`config.mk`:
```
export PLATFORM = sky130hd
export DESIGN_NAME = fifo_queue_with_key_search
export DESIGN_NICKNAME = d
export VERILOG_FILES = /design/src/fqks_pkg.sv /design/src/fqks_cell.sv /design/src/fifo_queue_with_key_search.sv
export SDC_FILE = /design/constraint.sdc
export NUM_CORES = 1
export LEC_CHECK = 0
export ABC_AREA = 1
export BUFFER_PORTS_ARGS = -buffer_cell sky130_fd_sc_hd__buf_2
export CAP_MARGIN = 10
export CORE_AREA = 3 3 292 222
export CTS_CLUSTER_SIZE = 30
export DETAILED_ROUTE_END_ITERATION = 12
export DIE_AREA = 0 0 295 225
export HOLD_SLACK_MARGIN = 0.03
export PLACE_DENSITY = 0.65
export SETUP_SLACK_MARGIN = 0.3
export SYNTH_ARGS = -nofsm -noshare
export SYNTH_HDL_FRONTEND = slang
export SYNTH_SLANG_ARGS = --single-unit
export TNS_END_PERCENT = 100
```
`constraint.sdc`:
```
create_clock -name clk -period 4.3 [get_ports clk]
set_input_delay 0.215 -clock clk [delete_from_list [all_inputs] [get_ports clk]]
set_output_delay 0.215 -clock clk [all_outputs]
set_load 0.05 [all_outputs]
```
`src/fqks_pkg.sv`:
```
// Shared types and codes for the FIFO queue with key search.
// Used by fqks_cell and fifo_queue_with_key_search; depends on nothing.
package fqks_pkg;

  localparam int OP_W  = 2;
  localparam int VAL_W = 32;
  localparam int ST_W  = 3;
  localparam int POS_W = 5;

  // Request codes
  localparam logic [OP_W-1:0] OP_INSERT = 2'd0;
  localparam logic [OP_W-1:0] OP_REMOVE = 2'd1;
  localparam logic [OP_W-1:0] OP_SEARCH = 2'd2;
  localparam logic [OP_W-1:0] OP_LIST   = 2'd3;

  // Result status codes
  localparam logic [ST_W-1:0] ST_INSERTED = 3'd0;
  localparam logic [ST_W-1:0] ST_REMOVED  = 3'd1;
  localparam logic [ST_W-1:0] ST_FOUND    = 3'd2;
  localparam logic [ST_W-1:0] ST_NOTFOUND = 3'd3;
  localparam logic [ST_W-1:0] ST_EMPTY    = 3'd4;
  localparam logic [ST_W-1:0] ST_FULL     = 3'd5;
  localparam logic [ST_W-1:0] ST_LISTED   = 3'd6;

  typedef enum logic [1:0] {
    S_IDLE,
    S_WALK,
    S_FIN
  } state_t;

  // Per-cell control: shift takes the neighbor's value, load takes the shared bus
  typedef struct packed {
    logic shift;
    logic load;
  } cell_ctrl_t;

endpackage

```
`src/fqks_cell.sv`:
```
// One storage cell of the queue chain: holds one entry and hands it to its
// neighbor toward the front. Depends on fqks_pkg.
module fqks_cell (
  input  logic                         clk,
  input  fqks_pkg::cell_ctrl_t         ctrl,
  input  logic [fqks_pkg::VAL_W-1:0]   load_data,
  input  logic [fqks_pkg::VAL_W-1:0]   nbr_data,
  output logic [fqks_pkg::VAL_W-1:0]   data_o
);

  logic [fqks_pkg::VAL_W-1:0] data_r;
  logic [fqks_pkg::VAL_W-1:0] data_nxt;

  // Load wins over shift so the rotating front value lands at the rear
  always_comb begin
    data_nxt = data_r;
    if (ctrl.load) begin
      data_nxt = load_data;
    end else if (ctrl.shift) begin
      data_nxt = nbr_data;
    end
  end

  always_ff @(posedge clk) begin
    data_r <= data_nxt;
  end

  assign data_o = data_r;

endmodule

```
`src/fifo_queue_with_key_search.sv`:
```
// Top level of the FIFO queue with key search: control sequencer, output
// register and the chain of fqks_cell entries. Depends on fqks_pkg, fqks_cell.
//
// The queue is a row of DEPTH cells with the front entry always in cell 0.
// Insert writes the cell at the fill count index, just past the occupied
// cells; remove shifts the whole row one cell toward the front. Search
// and read-out rotate the occupied cells once: each cycle the front entry is
// examined and written back at the rear, unless the result register is held
// by out_tready low; the walk then ends in a closing state that issues the
// last result. Every request yields at least one result; results carry
// tlast on the final one. One request is in work at a time.
module fifo_queue_with_key_search #(
  parameter int DEPTH = 16
) (
  input  logic        clk,
  input  logic        rst_n,
  input  logic        in_tvalid,
  output logic        in_tready,
  input  logic [39:0] in_tdata,   // [1:0] operation, [33:2] value, [39:34] zero
  output logic        out_tvalid,
  input  logic        out_tready,
  output logic [39:0] out_tdata,  // [2:0] status, [34:3] item_value, [39:35] position
  output logic        out_tlast
);

  localparam int CW = $clog2(DEPTH + 1);
  localparam int PX = CW + fqks_pkg::POS_W;

  // Request fields
  logic [fqks_pkg::OP_W-1:0]  in_op;
  logic [fqks_pkg::VAL_W-1:0] in_val;
  assign in_op  = in_tdata[1:0];
  assign in_val = in_tdata[33:2];

  // Cell chain
  logic [fqks_pkg::VAL_W-1:0] cell_q [DEPTH];
  fqks_pkg::cell_ctrl_t       cell_ctrl [DEPTH];
  logic                       shift_en;
  logic                       ld_en;
  logic [CW-1:0]              ld_idx;
  logic [fqks_pkg::VAL_W-1:0] ld_data;

  for (genvar g = 0; g < DEPTH; g++) begin : g_cell
    logic [fqks_pkg::VAL_W-1:0] nbr;
    if (g < DEPTH - 1) begin : g_mid
      assign nbr = cell_q[g+1];
    end else begin : g_end
      assign nbr = cell_q[g];
    end
    assign cell_ctrl[g].shift = shift_en;
    assign cell_ctrl[g].load  = ld_en && (ld_idx == CW'(g));
    fqks_cell u_cell (
      .clk       (clk),
      .ctrl      (cell_ctrl[g]),
      .load_data (ld_data),
      .nbr_data  (nbr),
      .data_o    (cell_q[g])
    );
  end

  // Control and output registers
  fqks_pkg::state_t state_r, state_nxt;
  logic [CW-1:0]              occ_r, occ_nxt;
  logic [CW-1:0]              step_r, step_nxt;
  logic [fqks_pkg::OP_W-1:0]  op_r, op_nxt;
  logic [fqks_pkg::VAL_W-1:0] key_r, key_nxt;
  logic                       hold_valid_r, hold_valid_nxt;
  logic [fqks_pkg::VAL_W-1:0] hold_val_r, hold_val_nxt;
  logic [fqks_pkg::POS_W-1:0] hold_pos_r, hold_pos_nxt;
  logic                       out_valid_r, out_valid_nxt;
  logic [fqks_pkg::ST_W-1:0]  out_status_r, out_status_nxt;
  logic [fqks_pkg::VAL_W-1:0] out_val_r, out_val_nxt;
  logic [fqks_pkg::POS_W-1:0] out_pos_r, out_pos_nxt;
  logic                       out_last_r, out_last_nxt;

  logic                       out_free;
  logic                       match;
  logic [PX-1:0]              pos_ext;
  logic [fqks_pkg::POS_W-1:0] pos_now;
  logic [fqks_pkg::ST_W-1:0]  walk_status;

  assign out_free    = !out_valid_r || out_tready;
  assign in_tready   = (state_r == fqks_pkg::S_IDLE) && out_free;
  assign match       = (op_r == fqks_pkg::OP_LIST) || (cell_q[0] == key_r);
  assign pos_ext     = PX'(step_r) + PX'(1);
  assign pos_now     = pos_ext[fqks_pkg::POS_W-1:0];
  assign walk_status = (op_r == fqks_pkg::OP_LIST) ? fqks_pkg::ST_LISTED
                                                   : fqks_pkg::ST_FOUND;

  always_comb begin
    state_nxt      = state_r;
    occ_nxt        = occ_r;
    step_nxt       = step_r;
    op_nxt         = op_r;
    key_nxt        = key_r;
    hold_valid_nxt = hold_valid_r;
    hold_val_nxt   = hold_val_r;
    hold_pos_nxt   = hold_pos_r;
    out_valid_nxt  = out_valid_r && !out_tready;
    out_status_nxt = out_status_r;
    out_val_nxt    = out_val_r;
    out_pos_nxt    = out_pos_r;
    out_last_nxt   = out_last_r;
    shift_en       = 1'b0;
    ld_en          = 1'b0;
    ld_idx         = occ_r;
    ld_data        = in_val;

    case (state_r)
      fqks_pkg::S_IDLE: begin
        if (in_tvalid && in_tready) begin
          out_valid_nxt  = 1'b1;
          out_val_nxt    = '0;
          out_pos_nxt    = '0;
          out_last_nxt   = 1'b1;
          out_status_nxt = fqks_pkg::ST_EMPTY;
          case (in_op)
            fqks_pkg::OP_INSERT: begin
              if (occ_r == CW'(DEPTH)) begin
                out_status_nxt = fqks_pkg::ST_FULL;
              end else begin
                ld_en          = 1'b1;
                occ_nxt        = occ_r + CW'(1);
                out_status_nxt = fqks_pkg::ST_INSERTED;
              end
            end
            fqks_pkg::OP_REMOVE: begin
              if (occ_r != '0) begin
                shift_en       = 1'b1;
                occ_nxt        = occ_r - CW'(1);
                out_status_nxt = fqks_pkg::ST_REMOVED;
                out_val_nxt    = cell_q[0];
              end
            end
            default: begin
              // search and read-out: start a walk unless empty
              if (occ_r != '0) begin
                out_valid_nxt  = out_valid_r && !out_tready;
                out_status_nxt = out_status_r;
                out_val_nxt    = out_val_r;
                out_pos_nxt    = out_pos_r;
                out_last_nxt   = out_last_r;
                op_nxt         = in_op;
                key_nxt        = in_val;
                step_nxt       = '0;
                hold_valid_nxt = 1'b0;
                state_nxt      = fqks_pkg::S_WALK;
              end
            end
          endcase
        end
      end
      fqks_pkg::S_WALK: begin
        if (out_free) begin
          // rotate: front goes out for compare and back in at the rear
          shift_en = 1'b1;
          ld_en    = 1'b1;
          ld_idx   = occ_r - CW'(1);
          ld_data  = cell_q[0];
          if (match) begin
            if (hold_valid_r) begin
              out_valid_nxt  = 1'b1;
              out_status_nxt = walk_status;
              out_val_nxt    = hold_val_r;
              out_pos_nxt    = hold_pos_r;
              out_last_nxt   = 1'b0;
            end
            hold_valid_nxt = 1'b1;
            hold_val_nxt   = cell_q[0];
            hold_pos_nxt   = pos_now;
          end
          if (step_r == occ_r - CW'(1)) begin
            state_nxt = fqks_pkg::S_FIN;
          end else begin
            step_nxt = step_r + CW'(1);
          end
        end
      end
      fqks_pkg::S_FIN: begin
        if (out_free) begin
          out_valid_nxt = 1'b1;
          out_last_nxt  = 1'b1;
          if (hold_valid_r) begin
            out_status_nxt = walk_status;
            out_val_nxt    = hold_val_r;
            out_pos_nxt    = hold_pos_r;
          end else begin
            out_status_nxt = fqks_pkg::ST_NOTFOUND;
            out_val_nxt    = '0;
            out_pos_nxt    = '0;
          end
          hold_valid_nxt = 1'b0;
          state_nxt      = fqks_pkg::S_IDLE;
        end
      end
      default: begin
        state_nxt = fqks_pkg::S_IDLE;
      end
    endcase
  end

  always_ff @(posedge clk) begin
    if (!rst_n) begin
      state_r      <= fqks_pkg::S_IDLE;
      occ_r        <= '0;
      step_r       <= '0;
      hold_valid_r <= 1'b0;
      out_valid_r  <= 1'b0;
    end else begin
      state_r      <= state_nxt;
      occ_r        <= occ_nxt;
      step_r       <= step_nxt;
      hold_valid_r <= hold_valid_nxt;
      out_valid_r  <= out_valid_nxt;
    end
  end

  always_ff @(posedge clk) begin
    op_r         <= op_nxt;
    key_r        <= key_nxt;
    hold_val_r   <= hold_val_nxt;
    hold_pos_r   <= hold_pos_nxt;
    out_status_r <= out_status_nxt;
    out_val_r    <= out_val_nxt;
    out_pos_r    <= out_pos_nxt;
    out_last_r   <= out_last_nxt;
  end

  assign out_tvalid = out_valid_r;
  assign out_tdata  = {out_pos_r, out_val_r, out_status_r};
  assign out_tlast  = out_last_r;

`ifndef SYNTH
  a_occ_bound: assert property (@(posedge clk) disable iff (!rst_n)
    occ_r <= CW'(DEPTH))
    else $error("occupancy exceeds depth");

  a_walk_step: assert property (@(posedge clk) disable iff (!rst_n)
    (state_r == fqks_pkg::S_WALK) |-> (step_r < occ_r))
    else $error("walk step beyond fill count");

  a_walk_occ: assert property (@(posedge clk) disable iff (!rst_n)
    (state_r == fqks_pkg::S_WALK) |=> $stable(occ_r))
    else $error("fill count changed during walk");

  a_no_accept_busy: assert property (@(posedge clk) disable iff (!rst_n)
    (state_r != fqks_pkg::S_IDLE) |-> !in_tready)
    else $error("request accepted while walking");
`endif

endmodule

```
# Yosys cells after proc, flatten, opt, wreduce, memory -nomap -nowiden
# Cells that the tools add are included.
[word_totals]
latchBits = 0
memories = 0
rom_bits = 0
reg_bits = 638
ram_bits = 0
[classes]
multipliers = 0
n_reduce_logical = 54
add_sub_neg = 4
n_lt_le_gt_ge = 0
muxes = 113
bitwise_logic = 1
div_mod_pow = 0
n_shift = 0
eq_ne = 35
[op_table]
columns = ["op", "count"]
rows = [
  ["$mux W32", 40],
  ["$pmux W32 S3", 1],
  ["$mux W5", 17],
  ["$pmux W32 S2", 1],
  ["$eq A5 B4 Y1 const B", 8],
  ["$reduce_bool A2 Y1", 17],
  ["$eq A32 B32 Y1", 1],
  ["$mux W3", 10],
  ["$mux W1", 27],
  ["$reduce_and A7 Y1", 3],
  ["$eq A5 B3 Y1 const B", 4],
  ["$pmux W5 S2", 2],
  ["$logic_and A1 B1 Y1", 19],
  ["$ne A2 B2 Y1 const B", 9],
  ["$add A5 B1 Y5 const B", 3],
  ["$pmux W5 S3", 1],
  ["$mux W2", 6],
  ["$reduce_and A6 Y1", 2],
  ["$eq A5 B2 Y1 const B", 2],
  ["$pmux W1 S3", 3],
  ["$pmux W3 S3", 1],
  ["$pmux W2 S3", 1],
  ["$pmux W3 S2", 1],
  ["$eq A5 B1 Y1 const B", 1],
  ["20 further kinds", 27],
]

# Longest topological paths before layout
[logic_depth]
word_depth = 8
depth_mapped = 15
mapped_depth_nobuf = 13

# Hierarchy
# A second synthesis with hierarchy kept.
[hier_totals]
cells_unflattened = 2805
hier_area_um2 = 28536.1
[by_module_without_submodules]
columns = ["mod", "area_each_um2", "instances", "cells_each"]
rows = [
  ["fqks_cell", 1401.3, 16, 137],
  ["fifo_queue_with_key_search", 6114.6, 1, 613],
]

# Worst setup path before layout
# Ideal clock, no wire load.
[synth_path]
path_kind = "flip-flop to flip-flop"
from = "reg out_valid_r, in the netlist out_tvalid"
to = "reg out_status_r[0] (netlist name) (enable)"
arrival_time_ps = 3934
required_ps = 3861
n_path_buf = 0
setup_slack_ps = -73
stages_incl_launch_ff = 10
path_cell_list = "dfxtp_1 -> inv_1 -> nor2_4 -> nor2_1 -> nand2_1 -> nand2_1 -> o21ai_0 -> nor2_1 -> o221ai_1 -> a21oi_1"
[synth_via]
elab_chain_cells = 6
elab_cells_between_ends = 8
classes_between = "eq/ne (3); reduce/logical (5)"
[synth_lines]
columns = ["element", "line", "rtl"]
rows = [
  ["start, declared", "fifo_queue_with_key_search.sv:70", "logic out_valid_r, out_valid_nxt;"],
  ["start signal, assigned", "fifo_queue_with_key_search.sv:214", "out_valid_r <= out_valid_nxt;"],
  ["$logic_not A1 Y1", "fifo_queue_with_key_search.sv:82", "assign out_free = !out_valid_r || out_tready;"],
  ["$logic_or A1 B1 Y1", "fifo_queue_with_key_search.sv:82", ""],
  ["$logic_and A1 B1 Y1", "fifo_queue_with_key_search.sv:83", "assign in_tready = (state_r == fqks_pkg::S_IDLE) && out_free;"],
  ["via in_tready", "fifo_queue_with_key_search.sv:18", "output logic in_tready,"],
  ["$logic_and A1 B1 Y1", "fifo_queue_with_key_search.sv:111", "if (in_tvalid && in_tready) begin"],
  ["$ne A2 B1 Y1 (no line)", "-", ""],
  ["$reduce_and A7 Y1 (no line)", "-", ""],
  ["end signal, assigned", "fifo_queue_with_key_search.sv:223", "out_status_r <= out_status_nxt;"],
  ["end, declared", "fifo_queue_with_key_search.sv:71", "logic [fqks_pkg::ST_W-1:0] out_status_r, out_status_nxt;"],
]
# The timed path passes the listed nets, and every way through them passes these cells.
# A chain may end at the register's enable or synchronous reset.

# Worst setup path after layout
[layout_path]
from = "reg state_r[1]"
to = "reg g_cell[12].u_cell.data_r, in the netlist g_cell[12].u_cell.data_o[13] (enable)"
[layout_via]
elab_chain_cells = 7
elab_cells_between_ends = 12
classes_between = "eq/ne (2); mux (5); reduce/logical (5)"
[layout_lines]
columns = ["element", "line", "rtl"]
rows = [
  ["start, declared", "fifo_queue_with_key_search.sv:62", "fqks_pkg::state_t state_r, state_nxt;"],
  ["start signal, assigned", "fifo_queue_with_key_search.sv:204", "state_r <= fqks_pkg::S_IDLE;"],
  ["start signal, assigned", "fifo_queue_with_key_search.sv:210", "state_r <= state_nxt;"],
  ["$logic_not A2 Y1", "fifo_queue_with_key_search.sv:83, fifo_queue_with_key_search.sv:109", ""],
  ["$logic_and A1 B1 Y1", "fifo_queue_with_key_search.sv:83", ""],
  ["$logic_and A1 B1 Y1", "fifo_queue_with_key_search.sv:111", ""],
  ["$mux W1", "fifo_queue_with_key_search.sv:111", ""],
  ["$pmux W1 S2", "fifo_queue_with_key_search.sv:109", "case (state_r)"],
  ["$logic_and A1 B1 Y1", "fifo_queue_with_key_search.sv:51", "assign cell_ctrl[g].load = ld_en && (ld_idx == CW'(g));"],
  ["$reduce_bool A2 Y1 (no line) (*)", "-", ""],
  ["end signal, assigned", "fqks_cell.sv:25", "data_r <= data_nxt;"],
  ["end, declared", "fqks_cell.sv:11", "logic [fqks_pkg::VAL_W-1:0] data_r;"],
]
# Every way passes the cells marked *; elsewhere a longest branch is shown, timed or not.

==> flow_summary.yaml <==
status:
  status: "completed"
drt:
  detail_route.wirelength_mm: 62.28
  ant_nets: 0
  viasPerCell: 5.051
  wl_per_cell_um: 17.11
  drtPass1Iterations: 5
  drc: 0
  drtIter0Drc: 1799
  vias: 18380
clocking:
  cts_tree: "yes"
  clockRootBuffer: "clkbuf_16"
  clkTransAtPathRegs_ns: 0.06
  clock-sinks: 638
  clk_latency_ns: 0.62
  htreeDepth: 2
  cts_resized: 0
  cts_buffers: 61
  cts_buffer_depth: 3
critical_path:
  rrSetupSlack_ns: 0.69
  rr_startpoint: "state_r[1]"
  path_max_fanout: 32
  end_kind: "flip-flop"
  critPathRequiredTime_ns: 4.55
  critPathArrivalTime_ns: 3.86
  start_kind: "flip-flop"
  r2r_cells: 11
  rr_endpoint: "g_cell[12].u_cell.data_o[13]"
  path_class: "reg2reg"
sta:
  fin_crit_sh_pct: 84.04
  clock_skew_ns: 0.02137
  setup_viol: 0
  finalHoldViolCount: 0
  max_freq_mhz: 276.7
  final.setup.tns_ns: 0
  slew_headroom_pct: 17.94
  maxSlewViolCount: 0
  final.min_clock_period_ns: 3.614
  rsz0062_at_grt: "false"
  tightest_slew_ns: 1.231
die:
  ios: 87
  start_util_pct: 44.97
  num_rows: 79
  die_area_um2: 66380
  die_w_um: 295
  coreArea_um2: 61980
  die_y_um: 225
layout:
  area_growth_pct: 12.15
  mostFrequentLayoutCells: "nand2_1, edfxtp_1, inv_1"
  drive_gt1_share_pct: 9.339
  nNetsFinal: 2829
  final_common_cell: "nand2_1"
pwr:
  powerDensity_nw_per_um2: 708.5
  p_leak_nw: 12.86
  power_mw: 22.14
  peakVddDrop_mv: 0.4817
hold_path:
  min_path_type: "in2reg"
  min_to: "key_r[16]"
  whs_path_depth: 2
  min_from: "in_tdata[18]"
synth:
  synth_seq_cells: 638
  synthDistinctLibCells: 34
  ys_warn_count: 0
  synth.net_count: 2760
  avgSynthCellArea_um2: 10.29
  post_synth_instance_area_um2: 27870
  netlist_instances: 2708
  yosysSeqAreaShare_pct: 68.23
placement:
  gp_congestion: 0.8499
  dp_hpwl_mm: 40.91
  port_buffers: 80
global_routing:
  grtUsageTotal_pct: 18.82
  overflow: 0
  grt_pass1_wl_mm: 97.70
  grt_max_degree: 70
  antenna_found_initial: 2
  grt_pass1_vias: 17080
flow_run:
  drv_cap: 0
-- stage by stage --
step                hold slack, ns  area (um^2)  utilization (%)  instances  setup WS, ns
floorplan                   0.3139        27880                -       2708        0.5313
global placement            0.4121        28890            46.61       3487        0.7743
detailed placement          0.4100        28890            46.61       3487        0.7366
CTS                         0.2947        31250            50.43       3637        0.6885
global route                0.3304        31260            50.44       3639        0.3101
finish                      0.3420        31260            50.44       3639        0.6861
-- cells by family after synthesis --
logic type / after synthesis / share of synthesized area [%]
simple gates: 1619 / 22.84
compound gates: 141 / 3.273
flops: 638 / 68.23
fa+ha+maj: 8 / 0.3591
xor+xnor: 34 / 1.095
buf+inv: 268 / 4.197
-- area by class of cell --
cell class / count / area, um^2
antenna: 2 / 5.005
clock buffer: 67 / 1549
clock inverter: 46 / 444.2
fill: 5368 / 30720
inverter: 122 / 457.9
multi-input combinational: 1802 / 7724
sequential: 638 / 19020
tap: 810 / 1013
timing repair buffer: 152 / 1046
-- per-layer routing --
layer	track usage, %	routed length (um)	up-vias
met4	4.794	1209	0
met5	0	0	-
met2	26.91	25970	764
li1	-	-	8970
met1	29.63	29390	8556
met3	3.281	5708	89
-- how the worst max path moves through the flow --
stage                     startpoint                      endpoint  slack [ns]
final                     state_r[1]  g_cell[12].u_cell.data_o[13]        0.69
after CTS                 state_r[1]  g_cell[12].u_cell.data_o[13]        0.69
after global placement    state_r[1]  g_cell[12].u_cell.data_o[18]        0.77
after global routing      state_r[1]  g_cell[12].u_cell.data_o[13]        0.31
after floorplan           out_tvalid    g_cell[1].u_cell.data_o[0]        0.53
after detailed placement  state_r[1]  g_cell[12].u_cell.data_o[16]        0.74
-- report_power, final --
group	internal [mW]	leakage [nW]	switching, mW
Sequential	9.74	5.84	0.659
Combinational	1.32	6.04	5.02
Clock	3.12	0.983	2.29
Total	14.2	12.9	7.97
-- flip-flops by register name (all words and copies together), names as in the netlist --
signal and cells:
state_r 2, hold_pos_r 5, step_r 5, occ_r 5, g_cell.u_cell.data_o 512, op_r 2
out_pos_r 5, out_status_r 3, hold_valid_r 1, key_r 32, out_val_r 32, out_tlast 1
hold_val_r 32, out_tvalid 1
-- cells in the mapped netlist --
cell type	count	area [um^2]
a21oi_1	19	95.09
a31o_2	1	8.760
a32o_1	1	10.01
buf_1	2	7.510
buf_2	125	625.6
buf_4	2	15.01
clkbuf_1	17	63.81
dfxtp_1	14	280.3
edfxtp_1	624	18740
ha_1	8	100.1
inv_1	100	375.4
inv_2	22	82.58
nand2_1	1510	5668
nand2_2	4	25.02
nand3_1	46	230.2
nand3_2	1	10.01
nand4_1	6	37.54
nand4_4	4	85.08
nor2_1	31	116.4
nor2_4	15	168.9
nor2_8	1	20.02
nor3_1	1	5.000
o211ai_1	1	7.510
o21a_1	32	240.2
o21ai_0	24	120.1
o21ai_1	25	125.1
o21ai_2	2	17.52
o21ai_4	2	32.53
o221ai_1	1	8.760
o22ai_1	1	6.260
o31ai_1	32	240.2
xnor2_1	24	210.2
xor2_1	9	78.83
xor2_2	1	16.27
-- critical path, stage by stage, from the launching register on --
cell	delay, ns
dfxtp_1	0.33
inv_1	0.12
ha_1	0.49
inv_2	0.21
nor2_8	0.22
nand3_1	0.08
o21ai_1	0.26
nand2_2	0.20
nor2_1	0.17
nand3_2	0.49
nand2_1	0.20
buf_4	0.44
-- timing repair --
item                      4_1_cts  5_1_grt
hold buffers                   37        0
setup buffers                   0        0
hold endpoints to repair       42        0
Power figures use the tool's default switching activity.
